$ cat src/rtl/core/prime_count_accumulator_core_defines.svh
// assertion macros for the prime count accumulator
`ifndef PRIME_COUNT_ACCUMULATOR_CORE_DEFINES_SVH
`define PRIME_COUNT_ACCUMULATOR_CORE_DEFINES_SVH

`ifndef SYNTHESIS
// same-cycle implication, checked out of reset
`define PCA_ASSERT_NOW(label, ante, cons, msg) \
  label: assert property (@(posedge clk) disable iff (!rst_n) (ante) |-> (cons)) \
    else $error(msg);
// next-cycle implication, checked out of reset
`define PCA_ASSERT_NEXT(label, ante, cons, msg) \
  label: assert property (@(posedge clk) disable iff (!rst_n) (ante) |=> (cons)) \
    else $error(msg);
`else
`define PCA_ASSERT_NOW(label, ante, cons, msg)
`define PCA_ASSERT_NEXT(label, ante, cons, msg)
`endif

`endif

$ cat src/rtl/core/pca_pkg.sv
// shared constants and controller/datapath interface types
`default_nettype none
package pca_pkg;
  localparam int VALUE_WIDTH = 16;
  localparam int BIT_W       = $clog2(VALUE_WIDTH);
  localparam int COUNT_W     = 16;
  localparam logic [COUNT_W-1:0] COUNT_MAX = {COUNT_W{1'b1}};

  typedef struct packed {
    logic load;      // capture input item
    logic init_d;    // first divisor
    logic div_init;  // start a remainder computation
    logic div_step;  // one restoring step
    logic next_d;    // advance divisor and its square
    logic count;     // update running count
    logic emit;      // move count to output register and clear
    logic prime;     // verdict for count update
  } pca_cmd_t;

  typedef struct packed {
    logic trivial;   // negative, zero or one
    logic sq_gt;     // divisor squared exceeds value
    logic div_last;  // current step is the final bit
    logic rem_zero;  // remainder is zero
    logic last;      // captured last flag
  } pca_sts_t;
endpackage
`default_nettype wire

$ cat src/rtl/core/prime_count_accumulator_core.sv
// top level: prime count accumulator with trial division primality test
`default_nettype none
// Each item carries a signed value and a last flag. The value is tested for
// primality by trial division with divisors 2, 3, ... while the divisor
// squared does not exceed the value, stopping at the first divisor that
// leaves no remainder; negative values, zero and one are not prime. Primes
// bump a 16-bit running count that saturates at its maximum. On an item
// with last set the count, including that item, is sent as one result item
// and cleared. One item is worked on at a time: an item that is negative or
// below two goes straight from the check to the finish step; otherwise each
// trial runs one restoring step per value bit in the shared bit-serial
// remainder unit (one quotient bit per cycle) and then checks the remainder,
// with at most about sqrt(value) - 1 trials per item. The result sits in an
// output register, so new items are accepted while it waits; only a last
// item that finds the previous result still unclaimed waits for it.
`include "prime_count_accumulator_core_defines.svh"
module prime_count_accumulator_core (
  input  wire                                          clk,
  input  wire                                          rst_n,
  input  wire                                          in_valid,
  output logic                                         in_stall,
  input  wire logic signed [pca_pkg::VALUE_WIDTH-1:0]  in_value,
  input  wire                                          in_last,
  output logic                                         out_valid,
  input  wire                                          out_stall,
  output logic [pca_pkg::COUNT_W-1:0]                  out_prime_count
);
  import pca_pkg::*;

  // command and status between sequencer and datapath
  pca_cmd_t cmd;
  pca_sts_t sts;

  // sequencer: owns state, verdict and output valid
  pca_ctrl u_ctrl (
    .clk       (clk),
    .rst_n     (rst_n),
    .in_valid  (in_valid),
    .in_stall  (in_stall),
    .out_valid (out_valid),
    .out_stall (out_stall),
    .sts       (sts),
    .cmd       (cmd)
  );

  // datapath: operands, remainder unit, count and output data
  pca_dp u_dp (
    .clk             (clk),
    .rst_n           (rst_n),
    .cmd             (cmd),
    .in_value        (in_value),
    .in_last         (in_last),
    .sts             (sts),
    .out_prime_count (out_prime_count)
  );

  // an accepted item keeps the input side busy in the cycle after acceptance
  `PCA_ASSERT_NEXT(a_busy_after_accept, in_valid && !in_stall, in_stall, "not busy after accept")
  // a new result only appears as the sequencer returns to idle
  `PCA_ASSERT_NOW(a_emit_at_finish, $rose(out_valid), !in_stall && $past(in_stall), "stray result")
  // emit is only issued together with a count update
  `PCA_ASSERT_NOW(a_emit_counts, cmd.emit, cmd.count && sts.last, "emit without count")
endmodule
`default_nettype wire

$ cat src/rtl/core/pca_dp.sv
// datapath: value, divisor, square, remainder unit, running count, output data
`default_nettype none
module pca_dp (
  input  wire                                   clk,
  input  wire                                   rst_n,
  input  pca_pkg::pca_cmd_t                     cmd,
  input  wire logic signed [pca_pkg::VALUE_WIDTH-1:0] in_value,
  input  wire                                   in_last,
  output pca_pkg::pca_sts_t                     sts,
  output logic [pca_pkg::COUNT_W-1:0]           out_prime_count
);
  import pca_pkg::*;

  localparam int VW = VALUE_WIDTH;

  logic [VW-1:0]      v_r;
  logic               last_r;
  logic [VW-1:0]      d_r;
  logic [2*VW-1:0]    sq_r;
  logic [VW-1:0]      rem_r;
  logic [BIT_W-1:0]   bit_r;
  logic [COUNT_W-1:0] cnt_r;
  logic [COUNT_W-1:0] out_r;

  logic [VW:0]        rem_sh;
  logic [VW:0]        rem_sub;
  logic [VW-1:0]      rem_nxt;
  logic [COUNT_W-1:0] cnt_inc;

  // restoring step: shift in the next value bit, subtract divisor if it fits
  assign rem_sh  = {rem_r, v_r[bit_r]};
  assign rem_sub = rem_sh - {1'b0, d_r};
  assign rem_nxt = (rem_sh >= {1'b0, d_r}) ? rem_sub[VW-1:0] : rem_sh[VW-1:0];

  assign cnt_inc = (cmd.prime && (cnt_r != COUNT_MAX)) ? cnt_r + 1'b1 : cnt_r;

  always_ff @(posedge clk) begin
    if (cmd.load) begin
      v_r    <= unsigned'(in_value);
      last_r <= in_last;
    end
    if (cmd.init_d) begin
      d_r  <= VW'(2);
      sq_r <= (2*VW)'(4);
    end else if (cmd.next_d) begin
      d_r  <= d_r + 1'b1;
      sq_r <= sq_r + {{VW-1{1'b0}}, d_r, 1'b0} + 1'b1;
    end
    if (cmd.div_init) begin
      rem_r <= '0;
      bit_r <= BIT_W'(VW-1);
    end else if (cmd.div_step) begin
      rem_r <= rem_nxt;
      bit_r <= bit_r - 1'b1;
    end
    if (cmd.emit) begin
      out_r <= cnt_inc;
    end
  end

  always_ff @(posedge clk) begin
    if (!rst_n) begin
      cnt_r <= '0;
    end else if (cmd.count) begin
      cnt_r <= cmd.emit ? '0 : cnt_inc;
    end
  end

  assign sts.trivial  = v_r[VW-1] || (v_r < VW'(2));
  assign sts.sq_gt    = sq_r > {{VW{1'b0}}, v_r};
  assign sts.div_last = (bit_r == '0);
  assign sts.rem_zero = (rem_r == '0);
  assign sts.last     = last_r;

  assign out_prime_count = out_r;
endmodule
`default_nettype wire

$ cat src/rtl/core/pca_ctrl.sv
// controller: trial division sequencer and output handshake
`default_nettype none
module pca_ctrl (
  input  wire                clk,
  input  wire                rst_n,
  input  wire                in_valid,
  output logic               in_stall,
  output logic               out_valid,
  input  wire                out_stall,
  input  pca_pkg::pca_sts_t  sts,
  output pca_pkg::pca_cmd_t  cmd
);
  import pca_pkg::*;

  typedef enum logic [2:0] {
    ST_IDLE,
    ST_CHECK,
    ST_TRIAL,
    ST_DIV,
    ST_REM,
    ST_FINISH
  } state_t;

  state_t state_r, state_nxt;
  logic   prime_r, prime_nxt;
  logic   out_valid_r, out_valid_nxt;
  logic   out_free;

  assign out_free = !out_valid_r || !out_stall;

  always_comb begin
    state_nxt     = state_r;
    prime_nxt     = prime_r;
    out_valid_nxt = out_valid_r && out_stall;
    cmd           = '0;
    cmd.prime     = prime_r;
    case (state_r)
      ST_IDLE: begin
        if (in_valid) begin
          cmd.load  = 1'b1;
          state_nxt = ST_CHECK;
        end
      end
      ST_CHECK: begin
        if (sts.trivial) begin
          prime_nxt = 1'b0;
          state_nxt = ST_FINISH;
        end else begin
          cmd.init_d = 1'b1;
          state_nxt  = ST_TRIAL;
        end
      end
      ST_TRIAL: begin
        if (sts.sq_gt) begin
          prime_nxt = 1'b1;
          state_nxt = ST_FINISH;
        end else begin
          cmd.div_init = 1'b1;
          state_nxt    = ST_DIV;
        end
      end
      ST_DIV: begin
        cmd.div_step = 1'b1;
        if (sts.div_last) begin
          state_nxt = ST_REM;
        end
      end
      ST_REM: begin
        if (sts.rem_zero) begin
          prime_nxt = 1'b0;
          state_nxt = ST_FINISH;
        end else begin
          cmd.next_d = 1'b1;
          state_nxt  = ST_TRIAL;
        end
      end
      ST_FINISH: begin
        if (!sts.last) begin
          cmd.count = 1'b1;
          state_nxt = ST_IDLE;
        end else if (out_free) begin
          cmd.count     = 1'b1;
          cmd.emit      = 1'b1;
          out_valid_nxt = 1'b1;
          state_nxt     = ST_IDLE;
        end
      end
      default: begin
        state_nxt = ST_IDLE;
      end
    endcase
  end

  always_ff @(posedge clk) begin
    if (!rst_n) begin
      state_r     <= ST_IDLE;
      prime_r     <= 1'b0;
      out_valid_r <= 1'b0;
    end else begin
      state_r     <= state_nxt;
      prime_r     <= prime_nxt;
      out_valid_r <= out_valid_nxt;
    end
  end

  assign in_stall  = (state_r != ST_IDLE);
  assign out_valid = out_valid_r;
endmodule
`default_nettype wire
$ cat config.mk
export PLATFORM = sky130hd
export DESIGN_NAME = prime_count_accumulator_core
export DESIGN_NICKNAME = d
export VERILOG_FILES = /design/src/rtl/core/pca_pkg.sv /design/src/rtl/core/prime_count_accumulator_core.sv /design/src/rtl/core/pca_dp.sv /design/src/rtl/core/pca_ctrl.sv
export VERILOG_INCLUDE_DIRS = /design/src /design/src/rtl/core
export SDC_FILE = /design/constraint.sdc
export NUM_CORES = 1
export LEC_CHECK = 0
export BUFFER_PORTS_ARGS = -buffer_cell sky130_fd_sc_hd__buf_2
export CORE_MARGIN = 2
export CORE_UTILIZATION = 64
export CTS_BUF_LIST = sky130_fd_sc_hd__clkbuf_4 sky130_fd_sc_hd__clkbuf_8
export DETAILED_ROUTE_END_ITERATION = 8
export HOLD_SLACK_MARGIN = 0.08
export PLACE_DENSITY_LB_ADDON = 0.15
export SLEW_MARGIN = 25
export SYNTH_ARGS = -nofsm -noshare
export SYNTH_HDL_FRONTEND = slang
export SYNTH_SLANG_ARGS = --single-unit
$ cat constraint.sdc
create_clock -name clk -period 4.37 [get_ports clk]
set_clock_uncertainty 0.05 [all_clocks]
set_input_delay 0.2185 -clock clk [delete_from_list [all_inputs] [get_ports clk]]
set_output_delay 0.2185 -clock clk [all_outputs]
set_load 0.005 [all_outputs]
---- Word-level counts from Yosys, hierarchy flattened ----
Cells that the tools add are included.
word-level totals
  bits in registers ....................... 122
  input bits .............................. 21
  output and inout port bits .............. 18
  word-level logic and storage cells ...... 79
cells by class
  add/subtract/negate cells ............... 6
  $lt $le $gt $ge ......................... 4
  eq/ne operators ......................... 12
  multiplexer cells ....................... 33
  reductions and logical operators ........ 13
operators by type and width
  operator                 count
  $mux W16                 3
  $add A16 B1 Y16 const B  2
  $add A32 B1 Y32 const B  1
  $add A32 B17 Y32         1
  $gt A32 B16 Y1           1
  $mux W3                  7
  $mux W1                  18
  $pmux W3 S6              1
  $ge A17 B16 Y1           1
  $logic_not A16 Y1        1
  $lt A16 B2 Y1 const B    1
  $ne A16 B16 Y1 const B   1
  $sub A16 B16 Y16         1
  $ne A2 B2 Y1 const B     5
  $eq A3 B2 Y1 const B     2
  $eq A3 B3 Y1 const B     2
  $reduce_bool A3 Y1       2
  $lt A4 B5 Y1 const B     1
  $bmux W1 S4              1
  $logic_not A4 Y1         1
  $mux W2                  2
  $reduce_and A4 Y1        1
  $sub A4 B1 Y4 const B    1
  $eq A3 B1 Y1 const B     1
  other kinds (7)          10

---- Longest topological paths before layout ----
  word-level depth ........................ 6
  gate-level depth with buffers ........... 15
  mapped depth without buffers ............ 14

---- Hierarchy ----
From an unflattened synthesis, not the netlist that was laid out.
unflattened totals
  cells, all modules ...................... 857
  area total of the unflattened synthesis .. 7636.1 um2
modules (own cells, without submodules)
  module    times used  cells each  area each (um2)  sequential area each (um2)
  pca_dp    1           801         7231.9           2672.6
  pca_ctrl  1           56          404.1            100.1

---- Least setup slack after synthesis ----
OpenSTA, ideal clock, no wires.
  kind .................................... reg-to-reg
  start point ............................. register u_dp.bit_r[0]
  end point ............................... register u_dp.rem_r[14]
  arrival time ............................ 3570 ps
  slack ................................... 615 ps
  cell stages (with the launch flop) ...... 16
  clock period less this slack ............ 3755 ps
  cell sequence ........................... dfxtp_1 > clkbuf_1 > mux4_2 > mux4_2 > inv_1 > ha_1 > or2b_2 > a21oi_1 > or4_4 > a221oi_4 > a21o_4 > and2_4 > buf_12 > buf_12 > mux2i_1 > a211oi_2
between the ends
  cells in the longest elaborated chain, start to end .. 4
  elaborated cells between the ends (all ways) .. 5
  classes of those cells .................. add/sub: 1; order compare: 1; mux: 3
ends and longest elaborated chain
  what                                                RTL line                    RTL
  start, declared                                     pca_dp.sv:21                logic [BIT_W-1:0] bit_r;
  start signal, assigned                              pca_dp.sv:51                bit_r <= BIT_W'(VW-1);
  start signal, assigned                              pca_dp.sv:54                bit_r <= bit_r - 1'b1;
  $bmux W1 S4 *                                       pca_dp.sv:31                assign rem_sh = {rem_r, v_r[bit_r]};
  $mux W1 (not written as such) *                     pca_dp.sv:31
  $sub A16 B16 Y16 or $ge A17 B16 Y1 (tied branches)  pca_dp.sv:32, pca_dp.sv:33
  $mux W16 *                                          pca_dp.sv:33                assign rem_nxt = (rem_sh >= {1'b0, d_r}) ? rem_sub[VW-1:0] : rem_sh[VW-1:0];
  end signal, assigned                                pca_dp.sv:53                rem_r <= rem_nxt;
  end, declared                                       pca_dp.sv:20                logic [VW-1:0] rem_r;
Mark *: on every way between the ends. The rest lies on a longest branch, timed or not. The select of a mux whose other input is x is not followed.
A chain may end at the register's enable or synchronous reset.

---- Final worst setup path ----
  start point ............................. register u_dp.bit_r[0]
  end point ............................... register u_dp.rem_r[10]
The elaborated chain is that of the path after synthesis.

==> results.py <==
metrics = {
    "job": {
        "cap_violations": 0,
    },
    "floorplan": {
        "coreArea_um2": 10900,
        "ios": 39,
        "dieArea_um2": 12100,
        "start_util": 0.659,
        "num_rows": 38,
        "die_w_um": 110,
        "die_h_um": 110,
    },
    "clocking": {
        "clock-sinks": 122,
        "clk_latency_ps": 460,
        "clock_path_buffers": 2,
        "cts_tree": "built",
        "numCtsBuffers": 17,
        "post_cts_resized": 0,
        "clock-root-buffer": "clkbuf_8",
        "postCtsSetupRepairBufs": 0,
        "clk_pin_slew_worst_paths_ps": 90,
        "cts_htree_levels": 4,
    },
    "global_routing": {
        "grt_max_degree": 41,
        "gr-total-overflow": 0,
        "grt_pass1_vias": 6029,
        "track_usage": 0.309,
        "grt_antenna_before_repair": 0,
        "grt_pass1_wl_um": 29200,
    },
    "sta": {
        "slew_viol_final": 0,
        "post-route-min-period_ps": 4090,
        "hold_viol_final": 0,
        "tightest_slew_ps": 951,
        "fin_tns_setup_ps": 0,
        "slew_headroom": 0.366,
        "setup_violations": 0,
        "clock.fmax_ghz": 0.245,
        "rsz0062_at_grt": "no",
        "timing.final.crit_share": 0.935,
    },
    "yosys": {
        "synth.top_cell.area_share": 0.247,
        "ys_seq_area_frac": 0.385,
        "synth_top_flop_cell": "dfxtp_1",
        "synthCells": 808,
        "synth.largest_area_cell": "dfxtp_1",
        "synth-seq-cells": 122,
        "synth_cell_types": 63,
        "synthArstFlopShare": 0,
        "syn_avg_cell_area_um2": 8.92,
        "synthesis.nets": 882,
        "synth_edf_count": 33,
        "synth_area_leaders": "dfxtp_1, edfxtp_1, ha_1",
        "syn_area_um2": 7200,
        "ys_warn_count": 0,
    },
    "worst_setup_path": {
        "crit_path_start_kind": "flip-flop",
        "worstPathRequired_ps": 4620,
        "r2r_start": "u_dp.bit_r[0]",
        "crit_type": "reg2reg",
        "regToRegEndpoint": "u_dp.rem_r[10]",
        "endpoint_kind": "flip-flop",
        "critical_path.startpoint": "u_dp.bit_r[0]",
        "rr_worst_depth": 12,
        "cp_max_fo": 18,
        "r2r_slack_ps": 280,
        "worstPathArrival_ps": 4330,
    },
    "layout": {
        "antenna_cells": 0,
        "nets": 938,
        "synthToLayoutAreaGrowth_pct": 12.4,
        "final_common_cell": "dfxtp_1",
        "finish.utilization": 0.741,
        "drive_gt1_frac": 0.112,
        "layout_common_cells": "dfxtp_1, nor2_1, nand2_1, a21oi_1, ha_1",
    },
    "place": {
        "port_buffers": 38,
        "place_congestion": 0.900,
        "dp_hpwl_um": 12100,
    },
    "drt": {
        "top_layer_used": "met4",
        "wl_met1_um": 7400,
        "wl_met3_um": 982,
        "dr.pass1.iters": 6,
        "wl_met2_um": 8370,
        "drt_iter0_markers": 439,
        "drc": 0,
        "via_per_inst": 6.21,
        "wire_per_inst_um": 17.3,
        "via_count": 6312,
        "wl_um": 17500,
        "drtAntennaViolNets": 0,
    },
    "power_and_ir_drop": {
        "power_density_nw_per_um2": 572,
        "irDropWorstVdd_uv": 337,
        "p_leak_nw": 3.32,
    },
    "run_status": {
        "status": "finished, final reports clean",
    },
    "min_path": {
        "holdPathEnd": "u_dp.v_r[12]",
        "min_path_type": "in2reg",
        "whs_path_depth": 2,
        "worst_hold_startpoint": "in_value[12]",
    },
}
## registers in the layout (all words and copies together) (netlist names)
register and count:
u_dp.bit_r 4, u_dp.out_prime_count 16, u_dp.v_r 16, u_ctrl.prime_r 1, u_dp.rem_r 16, u_dp.d_r 16, u_dp.cnt_r 16, u_ctrl.state_r 3
u_ctrl.out_valid 1, u_dp.sq_r 32, u_dp.last_r 1
## per-layer routing
layer | global-route usage | vias up
li1 | - | 3048
met4 | 0.171 | 0
met5 | 0 | -
met2 | 0.502 | 224
met1 | 0.390 | 2980
met3 | 0.0570 | 60
## worst max-delay path by stage
stage                                end  slack (ps)
after floorplan           u_dp.rem_r[14]         610
after global placement    u_dp.rem_r[14]         540
after detailed placement  u_dp.rem_r[14]         420
after CTS                 u_dp.rem_r[10]         380
after global routing       u_dp.rem_r[8]         100
final                     u_dp.rem_r[10]         280
## cell families after synthesis
| kind of cell | share of synthesized area |
|---|---|
| flip-flops | 0.385 |
| multiplexers | 0.0281 |
| AO/OA/AOI/OAI | 0.168 |
| XOR/XNOR | 0.0790 |
| adder cells (fa/ha/maj) | 0.0941 |
| AND/OR/NAND/NOR | 0.204 |
| buffers and inverters | 0.0426 |
## repair_timing
| item | 4_1_cts | 5_1_grt |
|---|---|---|
| hold buffers | 20 | 0 |
| setup endpoints to repair | 0 | 0 |
| endpoints found under the hold margin | 20 | 0 |
## cell usage after synthesis, types with 3 or more instances
| library cell | n |
|---|---|
| mux4_2 | 5 |
| and3_1 | 6 |
| a21oi_1 | 54 |
| buf_1 | 4 |
| a211o_1 | 5 |
| o31ai_1 | 3 |
| nor2b_1 | 9 |
| a22o_1 | 4 |
| o21ai_0 | 37 |
| o211ai_1 | 6 |
| nor3_1 | 16 |
| nand2_1 | 74 |
| a211oi_1 | 22 |
| o21bai_1 | 3 |
| nand3_1 | 34 |
| ha_1 | 51 |
| or3_1 | 6 |
| edfxtp_1 | 33 |
| a31oi_1 | 11 |
| nor4_1 | 19 |
| clkbuf_1 | 21 |
| and2_1 | 5 |
| a21boi_0 | 3 |
| xnor2_1 | 41 |
| inv_1 | 46 |
| nand4_1 | 21 |
| a21o_1 | 14 |
| mux2i_1 | 9 |
| xor2_1 | 24 |
| dfxtp_1 | 89 |
| and4_1 | 5 |
| nor2_1 | 80 |
| o21a_1 | 5 |
| nand2b_1 | 5 |
## final cells by class
| type | instances | area (um^2) |
|---|---|---|
| Tap cell | 140 | 175 |
| Sequential cell | 122 | 2770 |
| Clock inverter | 13 | 166 |
| Timing Repair Buffer | 64 | 435 |
| Inverter | 46 | 173 |
| Multi-Input combinational cell | 613 | 4130 |
| Fill cell | 792 | 2840 |
| Clock buffer | 19 | 249 |
## through the flow
stage | cell area, um^2 | instances | power [mW] | hold slack, ps | worst slack [ps]
after CTS | 8100 | 1017 | 4.58 | 412 | 379
after floorplan | 7200 | 808 | 3.19 | 267 | 615
final | 8100 | 1017 | 4.63 | 423 | 285
after detailed placement | 7480 | 965 | 3.51 | 347 | 423
after global routing | 8100 | 1017 | 4.93 | 420 | 95.4
after global placement | 7480 | 965 | 3.43 | 345 | 541
## power by group
| part | switching (mW) | internal [mW] |
|---|---|---|
| clock | 0.479 | 0.581 |
| combinational | 1.13 | 0.926 |
| sequential | 0.206 | 1.32 |
| total | 1.81 | 2.82 |
## critical path, cell delays in order (launching register included)
cell and delay (ps):
dfxtp_1 570, mux4_2 620, mux4_2 550, inv_1 80, ha_1 170, or2b_2 130
a21oi_1 100, or4_4 440, a221oi_4 370, a21o_4 220, and2_4 290, mux2i_1 250
a211oi_1 100
Power figures use the tool's default switching activity.
